### config.mk
export PLATFORM = sky130hd
export DESIGN_NAME = fixed_string_line_matcher
export DESIGN_NICKNAME = d
export VERILOG_FILES = /design/src/sv/flm_pkg.sv /design/src/sv/fixed_string_line_matcher.sv /design/src/sv/flm_tail_match.sv /design/src/sv/flm_line_engine.sv /design/src/sv/flm_result_queue.sv
export SDC_FILE = /design/constraint.sdc
export NUM_CORES = 2
export LEC_CHECK = 0
export ABC_AREA = 1
export BUFFER_PORTS_ARGS = -buffer_cell sky130_fd_sc_hd__clkbuf_2
export CAP_MARGIN = 0
export CELL_PAD_IN_SITES_DETAIL_PLACEMENT = 1
export CELL_PAD_IN_SITES_GLOBAL_PLACEMENT = 2
export CORE_ASPECT_RATIO = 1.4
export CORE_MARGIN = 10
export CORE_UTILIZATION = 35
export DETAILED_ROUTE_END_ITERATION = 10
export GPL_TIMING_DRIVEN = 0
export PLACE_DENSITY_LB_ADDON = 0.1
export RECOVER_POWER = 100
export SYNTH_ARGS = -nofsm -noshare
export SYNTH_HDL_FRONTEND = slang
export SYNTH_SLANG_ARGS = --single-unit
export TNS_END_PERCENT = 1
### constraint.sdc
create_clock -name aclk -period 6.56 [get_ports aclk]
set_input_delay 0.328 -clock aclk [delete_from_list [all_inputs] [get_ports aclk]]
set_output_delay 0.328 -clock aclk [all_outputs]
set_load 0.02 [all_outputs]
### src/sv/flm_pkg.sv
// Shared types, constants and helper functions for the fixed-string line matcher.
// No dependencies; every other file refers to this package by scoped names.
package flm_pkg;

    localparam logic [7:0] NUL_CHAR     = 8'h00;
    localparam logic [7:0] NEWLINE_CHAR = 8'h0A;
    localparam logic [7:0] UPPER_A      = 8'h41;
    localparam logic [7:0] UPPER_Z      = 8'h5A;
    localparam logic [7:0] CASE_OFFSET  = 8'h20;

    localparam int PATTERN_BITS = 128;   // 16 characters from two 64-bit registers
    localparam int LEN_W        = 5;
    localparam int CFG_ADDR_W   = 3;
    localparam int CFG_DATA_W   = 64;
    localparam int OUT_DATA_W   = 72;
    localparam int QUEUE_DEPTH  = 4;
    localparam int QPTR_W       = 2;
    localparam int QCNT_W       = 3;

    typedef enum logic [CFG_ADDR_W-1:0] {
        CFG_PATTERN_LO   = 3'd0,
        CFG_PATTERN_HI   = 3'd1,
        CFG_PATTERN_LEN  = 3'd2,
        CFG_IGNORE_CASE  = 3'd3,
        CFG_WHOLE_LINE   = 3'd4,
        CFG_INVERT       = 3'd5
    } cfg_index_t;

    typedef enum logic {
        KIND_LINE    = 1'b0,
        KIND_SUMMARY = 1'b1
    } result_kind_t;

    typedef struct packed {
        logic [PATTERN_BITS-1:0] pattern;
        logic [LEN_W-1:0]        length;
        logic                    ignore_case;
        logic                    whole_line;
        logic                    invert;
    } cfg_t;

    typedef struct packed {
        result_kind_t kind;
        logic         selected;
        logic [31:0]  line_number;
        logic [31:0]  count;
        logic         binary;
        logic         last;
    } out_item_t;

    typedef struct packed {
        logic      valid0;
        logic      valid1;
        out_item_t item0;
        out_item_t item1;
    } push_t;

    function automatic logic [7:0] fold(input logic [7:0] c, input logic ic);
        if (ic && (c inside {[UPPER_A:UPPER_Z]}))
            return c + CASE_OFFSET;
        return c;
    endfunction

    // Characters 16 and up read as zero.
    function automatic logic [7:0] pattern_char(input logic [PATTERN_BITS-1:0] pat,
                                                input logic [6:0] idx);
        if (idx < 7'd16)
            return pat[{idx[3:0], 3'b000} +: 8];
        return NUL_CHAR;
    endfunction

endpackage

### src/sv/fixed_string_line_matcher.sv
// An item accepted on s_ is held in the input register; it enters the line engine only
// while the result queue has two free slots; the engine writes its results into the queue.
// Throughput: one input item per cycle while the queue has two free slots; results leave one
// per cycle through a four-entry queue while m_tready is high, and an end of file closing a
// pending line pushes two results at once.
// Reset (aresetn low, synchronous) clears the registers, line state and queue.
// Depends on flm_pkg, flm_line_engine, flm_result_queue.
module fixed_string_line_matcher #(
    parameter int MAX_PATTERN_CHARS = 16,
    parameter int COUNT_BITS        = 32
) (
    input  logic                             aclk,
    input  logic                             aresetn,
    input  logic                             s_tvalid,
    output logic                             s_tready,
    input  logic [7:0]                       s_tdata,   // [7:0] data_byte
    input  logic                             s_tuser,   // [0] end_of_file
    output logic                             m_tvalid,
    input  logic                             m_tready,
    // [0] line_selected, [32:1] line_number, [64:33] selected_count,
    // [65] binary_seen, [71:66] zero
    output logic [flm_pkg::OUT_DATA_W-1:0]   m_tdata,
    output logic                             m_tuser,   // [0] result_kind
    output logic                             m_tlast,
    input  logic                             cfg_wr_en,
    input  logic [flm_pkg::CFG_ADDR_W-1:0]   cfg_addr,
    input  logic [flm_pkg::CFG_DATA_W-1:0]   cfg_wdata
);

    flm_pkg::cfg_t      cfg_reg;
    logic               in_valid_reg;
    logic [7:0]         in_byte_reg;
    logic               in_eof_reg;
    logic               take, room_two, pop;
    flm_pkg::push_t     push;
    flm_pkg::out_item_t head;

    always_ff @(posedge aclk) begin
        if (!aresetn) begin
            cfg_reg <= '0;
        end else if (cfg_wr_en) begin
            case (flm_pkg::cfg_index_t'(cfg_addr))
                flm_pkg::CFG_PATTERN_LO:  cfg_reg.pattern[63:0]   <= cfg_wdata;
                flm_pkg::CFG_PATTERN_HI:  cfg_reg.pattern[127:64] <= cfg_wdata;
                flm_pkg::CFG_PATTERN_LEN: cfg_reg.length          <= cfg_wdata[4:0];
                flm_pkg::CFG_IGNORE_CASE: cfg_reg.ignore_case     <= cfg_wdata[0];
                flm_pkg::CFG_WHOLE_LINE:  cfg_reg.whole_line      <= cfg_wdata[0];
                flm_pkg::CFG_INVERT:      cfg_reg.invert          <= cfg_wdata[0];
                default: ;
            endcase
        end
    end

    // input register; drains into the engine whenever the queue has two free slots
    assign take     = in_valid_reg && room_two;
    assign s_tready = !in_valid_reg || take;

    always_ff @(posedge aclk) begin
        if (!aresetn) begin
            in_valid_reg <= 1'b0;
        end else if (s_tvalid && s_tready) begin
            in_valid_reg <= 1'b1;
        end else if (take) begin
            in_valid_reg <= 1'b0;
        end
    end

    always_ff @(posedge aclk) begin
        if (s_tvalid && s_tready) begin
            in_byte_reg <= s_tdata;
            in_eof_reg  <= s_tuser;
        end
    end

    flm_line_engine #(
        .MAX_PATTERN_CHARS(MAX_PATTERN_CHARS),
        .COUNT_BITS(COUNT_BITS)
    ) u_engine (
        .aclk(aclk), .aresetn(aresetn), .take(take),
        .in_byte(in_byte_reg), .in_eof(in_eof_reg), .cfg(cfg_reg), .push(push)
    );

    assign pop = m_tvalid && m_tready;

    flm_result_queue u_queue (
        .aclk(aclk), .aresetn(aresetn), .push(push), .pop(pop),
        .room_two(room_two), .not_empty(m_tvalid), .head(head)
    );

    assign m_tdata = {6'd0, head.binary, head.count, head.line_number, head.selected};
    assign m_tuser = head.kind;
    assign m_tlast = head.last;

endmodule

### src/sv/flm_tail_match.sv
// Parallel compare of the newest bytes of a line against the configured pattern.
// Depends on flm_pkg (cfg_t, fold, pattern_char).
module flm_tail_match #(
    parameter int MAX_PATTERN_CHARS = 16,
    parameter int CIL_W             = 5
) (
    input  logic [MAX_PATTERN_CHARS-1:0][7:0] window,   // newest byte at index 0
    input  logic [CIL_W-1:0]                  chars,
    input  flm_pkg::cfg_t                     cfg,
    output logic                              match
);

    logic [MAX_PATTERN_CHARS-1:0] ok;
    logic [7:0]                   len8;

    assign len8 = 8'(cfg.length);

    always_comb begin
        logic [7:0] p;
        for (int j = 0; j < MAX_PATTERN_CHARS; j++) begin
            // window byte j lines up with pattern character len-1-j
            p = flm_pkg::pattern_char(cfg.pattern, 7'(cfg.length) - 7'd1 - 7'(j));
            ok[j] = (8'(j) >= len8) ||
                    ((p != flm_pkg::NUL_CHAR) &&
                     (flm_pkg::fold(p, cfg.ignore_case) ==
                      flm_pkg::fold(window[j], cfg.ignore_case)));
        end
    end

    assign match = (len8 != 8'd0) && (len8 <= 8'(MAX_PATTERN_CHARS)) &&
                   (8'(chars) >= len8) && (&ok);

endmodule

### src/sv/flm_line_engine.sv
// Per-file line state and the single-pass update for one registered item.
// Depends on flm_pkg and flm_tail_match.
module flm_line_engine #(
    parameter int MAX_PATTERN_CHARS = 16,
    parameter int COUNT_BITS        = 32
) (
    input  logic          aclk,
    input  logic          aresetn,
    input  logic          take,
    input  logic [7:0]    in_byte,
    input  logic          in_eof,
    input  flm_pkg::cfg_t cfg,
    output flm_pkg::push_t push
);

    localparam int CIL_W = $clog2(MAX_PATTERN_CHARS + 2);
    localparam logic [CIL_W-1:0]      CIL_SAT   = CIL_W'(MAX_PATTERN_CHARS + 1);
    localparam logic [COUNT_BITS-1:0] COUNT_MAX = '1;

    logic [MAX_PATTERN_CHARS-1:0][7:0] win_reg, win_next, win_push;
    logic [CIL_W-1:0]                  cil_reg, cil_next, cil_inc;
    logic                              found_reg, found_next;
    logic [COUNT_BITS-1:0]             line_reg, line_next, line_inc;
    logic [COUNT_BITS-1:0]             cnt_reg, cnt_next, cnt_fin, sum_cnt;
    logic                              binary_reg, binary_next;
    logic                              stopped_reg, stopped_next;

    logic        tail_new, tail_cur, matched, sel, do_fin;
    logic [63:0] line_ext, cnt_fin_ext, sum_ext;
    flm_pkg::out_item_t line_item, sum_item;

    always_comb begin
        win_push[0] = in_byte;
        for (int j = 1; j < MAX_PATTERN_CHARS; j++)
            win_push[j] = win_reg[j-1];
    end

    assign cil_inc = (cil_reg < CIL_SAT) ? cil_reg + CIL_W'(1) : cil_reg;

    flm_tail_match #(.MAX_PATTERN_CHARS(MAX_PATTERN_CHARS), .CIL_W(CIL_W)) u_match_new (
        .window(win_push), .chars(cil_inc), .cfg(cfg), .match(tail_new)
    );

    flm_tail_match #(.MAX_PATTERN_CHARS(MAX_PATTERN_CHARS), .CIL_W(CIL_W)) u_match_cur (
        .window(win_reg), .chars(cil_reg), .cfg(cfg), .match(tail_cur)
    );

    always_comb begin
        if (cil_reg == '0)
            matched = 1'b0;
        else if (cfg.whole_line)
            matched = (8'(cil_reg) == 8'(cfg.length)) && tail_cur;
        else
            matched = found_reg;
        sel      = matched ^ cfg.invert;
        cnt_fin  = (sel && cnt_reg != COUNT_MAX) ? cnt_reg + COUNT_BITS'(1) : cnt_reg;
        line_inc = (line_reg != COUNT_MAX) ? line_reg + COUNT_BITS'(1) : line_reg;
        do_fin   = !stopped_reg && (cil_reg != '0);
        sum_cnt  = do_fin ? cnt_fin : cnt_reg;
    end

    assign line_ext    = 64'(line_reg);
    assign cnt_fin_ext = 64'(cnt_fin);
    assign sum_ext     = 64'(sum_cnt);

    always_comb begin
        line_item.kind        = flm_pkg::KIND_LINE;
        line_item.selected    = sel;
        line_item.line_number = line_ext[31:0];
        line_item.count       = cnt_fin_ext[31:0];
        line_item.binary      = binary_reg;
        line_item.last        = 1'b1;

        sum_item.kind         = flm_pkg::KIND_SUMMARY;
        sum_item.selected     = (sum_cnt != '0);
        sum_item.line_number  = '0;
        sum_item.count        = sum_ext[31:0];
        sum_item.binary       = binary_reg;
        sum_item.last         = 1'b1;
    end

    always_comb begin
        win_next     = win_reg;
        cil_next     = cil_reg;
        found_next   = found_reg;
        line_next    = line_reg;
        cnt_next     = cnt_reg;
        binary_next  = binary_reg;
        stopped_next = stopped_reg;
        push         = '0;

        if (take) begin
            if (in_eof) begin
                // pending line (if any) first, then the summary; per-file state clears
                if (do_fin) begin
                    push.valid0     = 1'b1;
                    push.item0      = line_item;
                    push.item0.last = 1'b0;
                    push.valid1     = 1'b1;
                    push.item1      = sum_item;
                end else begin
                    push.valid0 = 1'b1;
                    push.item0  = sum_item;
                end
                win_next     = '0;
                cil_next     = '0;
                found_next   = 1'b0;
                line_next    = COUNT_BITS'(1);
                cnt_next     = '0;
                binary_next  = 1'b0;
                stopped_next = 1'b0;
            end else if (!stopped_reg) begin
                if (in_byte == flm_pkg::NUL_CHAR || in_byte == flm_pkg::NEWLINE_CHAR) begin
                    // a leading NUL only marks the file binary
                    if (in_byte == flm_pkg::NUL_CHAR)
                        binary_next = 1'b1;
                    if (in_byte == flm_pkg::NEWLINE_CHAR || cil_reg != '0) begin
                        push.valid0        = 1'b1;
                        push.item0         = line_item;
                        push.item0.binary  = binary_next;
                        line_next          = line_inc;
                        cnt_next           = cnt_fin;
                        win_next           = '0;
                        cil_next           = '0;
                        found_next         = 1'b0;
                        stopped_next       = (cnt_fin != '0) && binary_next;
                    end
                end else begin
                    win_next = win_push;
                    cil_next = cil_inc;
                    if (cfg.length == '0 || tail_new)
                        found_next = 1'b1;
                end
            end
        end
    end

    always_ff @(posedge aclk) begin
        if (!aresetn) begin
            win_reg     <= '0;
            cil_reg     <= '0;
            found_reg   <= 1'b0;
            line_reg    <= COUNT_BITS'(1);
            cnt_reg     <= '0;
            binary_reg  <= 1'b0;
            stopped_reg <= 1'b0;
        end else begin
            win_reg     <= win_next;
            cil_reg     <= cil_next;
            found_reg   <= found_next;
            line_reg    <= line_next;
            cnt_reg     <= cnt_next;
            binary_reg  <= binary_next;
            stopped_reg <= stopped_next;
        end
    end

endmodule

### src/sv/flm_result_queue.sv
// Four-entry result queue: takes up to two results per cycle, hands out one.
// Depends on flm_pkg (out_item_t, push_t, queue sizes).
module flm_result_queue (
    input  logic               aclk,
    input  logic               aresetn,
    input  flm_pkg::push_t     push,
    input  logic               pop,
    output logic               room_two,
    output logic               not_empty,
    output flm_pkg::out_item_t head
);

    flm_pkg::out_item_t               entries [flm_pkg::QUEUE_DEPTH];
    logic [flm_pkg::QPTR_W-1:0]       wr_reg, wr_next, rd_reg, rd_next;
    logic [flm_pkg::QCNT_W-1:0]       cnt_reg, cnt_next;
    logic [flm_pkg::QPTR_W-1:0]       wr_plus1;
    logic [1:0]                       n_push;

    assign wr_plus1  = wr_reg + flm_pkg::QPTR_W'(1);
    assign n_push    = 2'(push.valid0) + 2'(push.valid1);
    assign room_two  = cnt_reg <= flm_pkg::QCNT_W'(flm_pkg::QUEUE_DEPTH - 2);
    assign not_empty = cnt_reg != '0;
    assign head      = entries[rd_reg];

    always_comb begin
        wr_next  = wr_reg + flm_pkg::QPTR_W'(n_push);
        rd_next  = pop ? rd_reg + flm_pkg::QPTR_W'(1) : rd_reg;
        cnt_next = cnt_reg + flm_pkg::QCNT_W'(n_push) - flm_pkg::QCNT_W'(pop);
    end

    always_ff @(posedge aclk) begin
        if (push.valid0)
            entries[wr_reg] <= push.item0;
        if (push.valid1)
            entries[wr_plus1] <= push.item1;
    end

    always_ff @(posedge aclk) begin
        if (!aresetn) begin
            wr_reg  <= '0;
            rd_reg  <= '0;
            cnt_reg <= '0;
        end else begin
            wr_reg  <= wr_next;
            rd_reg  <= rd_next;
            cnt_reg <= cnt_next;
        end
    end

endmodule

==> impl_metrics.tcl <==
set metrics [dict create \
    timing.hold.ws_ps 4.36 \
    vias_per_cell 5.66 \
    synthCells 6689 \
    clkLatencyLatePin_ps 750 \
    ctsHtreeMaxLevel 3 \
    nets 7327 \
    crit_top_cell "nand2_1" \
    synth-edff-count 153 \
    slowest_stage "o21ai_0" \
    path_class "reg -> reg" \
    slowest_delay_ps 850 \
    track_usage_pct 34.5 \
    final.min_clock_period_ps 6710 \
    setup_violations 27 \
    cp.required_ps 7070 \
    synth_top_area_share_pct 22.1 \
    finalPower_mw 14.4 \
    grt_pass1_wl_um 349000 \
    cts.path.max_buffers 3 \
    post-place-ws_ps -3560 \
    finalCritPeriodShare_pct 102 \
    largest_reg_flops 272 \
    worst_slack_ps -149 \
    final_hold_viol_count 0 \
    antenna_found_initial 3 \
    cp_max_fo 10 \
    drive_above_1_share_pct 15.1 \
    cts_inserted_buffers 73 \
    synth_warnings 0 \
    rrSetupSlack_ps -150 \
    final_cell_mix "nand2_1, nand3_1, o21ai_0" \
    clock_sinks 627 \
    grt_max_degree 31 \
    synth.distinct_cells 64 \
    ys.flop_type "dfxtp_1" \
    drc 0 \
    crit_family "simple AND/OR/NAND/NOR gates" \
    syn_to_final_growth_pct 24.5 \
    syn_area_per_cell_um2 6.43 \
    overflow 0 \
    arrival_ps 7220 \
    p_leak_nw 21.9 \
    worst-path-buf-inv 5 \
    fp-row-count 152 \
    dieHeight_um 435 \
    initial_core_util_pct 35.1 \
    drtAntennaViolNets 0 \
    reg2reg_depth 38 \
    slew_violations 31 \
    async_flop_share_pct 0 \
    drt_first_pass_iters 7 \
    ys_top_cells_by_area "dfxtp_1, nand2_1, edfxtp_1, nand3_1, o21ai_0" \
    dpl_cell_area_um2 45900 \
    fin_area_um2 53500 \
    io_pins 157 \
    slew_headroom_pct -7.93 \
    outcome "finished, violations left" \
    core_um2 122000 \
    netlist.top_cell.by_area "dfxtp_1" \
    rr_endpoint "u_queue.entries[3][66]$_DFFE_PP_" \
    yosysSeqAreaShare_pct 32.8 \
    max_cap_viol_count 3 \
    clockRootBuffer "clkbuf_16" \
    synth-seq-cells 627 \
    gp_congestion 1.04 \
    portBuffers 150 \
    hp-class "in -> reg" \
    rsz0062_at_grt "true" \
    wl_um 243000 \
    wl_per_cell_um 27.4 \
    start_kind "flop" \
    fin_skew_ps 70.7 \
    dr.first_iter.drc_count 3266 \
    max_freq_ghz 0.149 \
    crit_path_end "u_queue.entries[3][66]$_DFFE_PP_" \
    grt_pass1_vias 51418 \
    reg2reg_from "cfg_reg[3]$_SDFFE_PN0P_" \
    tightestPinTransition_ps 1620 \
    crit_start "cfg_reg[3]$_SDFFE_PN0P_" \
    die_w_um 316 \
    endpoint_kind "flop" \
    layout_commonest_cell "nand2_1" \
    clk_pin_slew_ps 70 \
    ir_drop_uv 224 \
    hpwl_um 192000 \
    via_count 50125 \
    netlist_area_um2 43000 \
    violations "max-capacitance violations, max-slew violations, negative setup slack" \
    powerDensity_nw_per_um2 269 \
    die-area_um2 137000 \
    crit_cells 38 \
    cts_tree "yes" \
]
where the power goes:
group | switching, mW | total [mW] | leakage, nW | internal, mW
registers | 0.239 | 4.40 | 5.26 | 4.16
logic | 3.98 | 5.60 | 15.4 | 1.62
clock network | 1.99 | 4.41 | 1.22 | 2.42
total | 6.21 | 14.4 | 21.9 | 8.20
cell usage after synthesis (11+ instances only):
cell type,number
o22ai_1,97
nand2_2,16
dfxtp_1,474
inv_2,17
o21ai_1,14
o211ai_1,11
clkbuf_1,275
buf_1,20
or2_2,11
nand4_1,121
nor2_1,640
edfxtp_1,153
ha_1,61
and2_1,36
o22ai_2,21
xor2_1,168
o21ai_0,675
nor3_1,70
nand3_1,848
a211oi_1,84
nor2_2,14
buf_4,50
nand3_2,11
inv_1,449
nor4_1,43
a21oi_1,310
buf_2,53
xnor2_1,33
nand2_1,1800
or2_1,24
metal layers:
layer	wire length (µm)	GRT usage [%]
met1	87400	36.0
met2	117000	59.8
met3	11500	4.73
met4	26700	31.3
met5	0	0
cell families after synthesis:
kind of cell               Yosys count  share of synthesized area [%]
other                                1                        0.00873
buffers and inverters              882                           8.47
and+or+nand+nor                   3661                           36.7
AOI/OAI and AO/OA                 1254                           16.1
DFF                                627                           32.8
muxes                                1                         0.0233
adders and majority gates           62                           1.82
xor gates and xnor gates           201                           4.10
metrics by stage:
stage	util [%]	setup TNS, ps	cells
global route	43.8	-8760	8860
floorplan	-	0	6694
detailed placement	37.5	-486500	8465
finish	43.8	-1560	8861
CTS	42.8	-81.5	8807
global placement	37.4	-499050	8461
worst min-delay path by stage:
stage	from	end	slack (ps)	cells after the start
after floorplan	s_tdata[0]	in_byte_reg[0]$_DFFE_PP_	430	0
after global placement	u_queue.rd_reg[0]$_SDFFE_PN0P_	u_queue.rd_reg[0]$_SDFFE_PN0P_	460	1
after detailed placement	u_queue.rd_reg[0]$_SDFFE_PN0P_	u_queue.rd_reg[0]$_SDFFE_PN0P_	470	1
after CTS	cfg_addr[1]	cfg_reg[2]$_SDFFE_PN0P_	6	3
after global routing	cfg_addr[1]	cfg_reg[2]$_SDFFE_PN0P_	20	3
final	cfg_addr[1]	cfg_reg[2]$_SDFFE_PN0P_	4	3
tightest hold or removal path: stages:
cell      delay, ps
clkbuf_2        110
nand3_1         160
a21oi_1         100
what timing repair did:
action | 4_1_cts | 5_1_grt
endpoints found under the hold margin | 136 | 0
gates cloned | 6 | 4
buffers inserted | 125 | 53
hold buffers | 77 | 0
gates resized for setup | 552 | 279
setup endpoints to repair | 166 | 150
pin swaps | 110 | 136
area by class of cell:
cell class                      count  area (µm²)
Antenna cell                        1        2.50
Multi-Input combinational cell   5187       27700
Timing Repair inverter              1        8.76
Clock buffer                       93        1970
Sequential cell                   627       14100
Inverter                          474        1830
Buffer                            403        2230
Clock inverter                     41         563
Timing Repair Buffer              417        3070
Fill cell                       15759       68800
Tap cell                         1617        2020
Power figures use the tool's default switching activity.
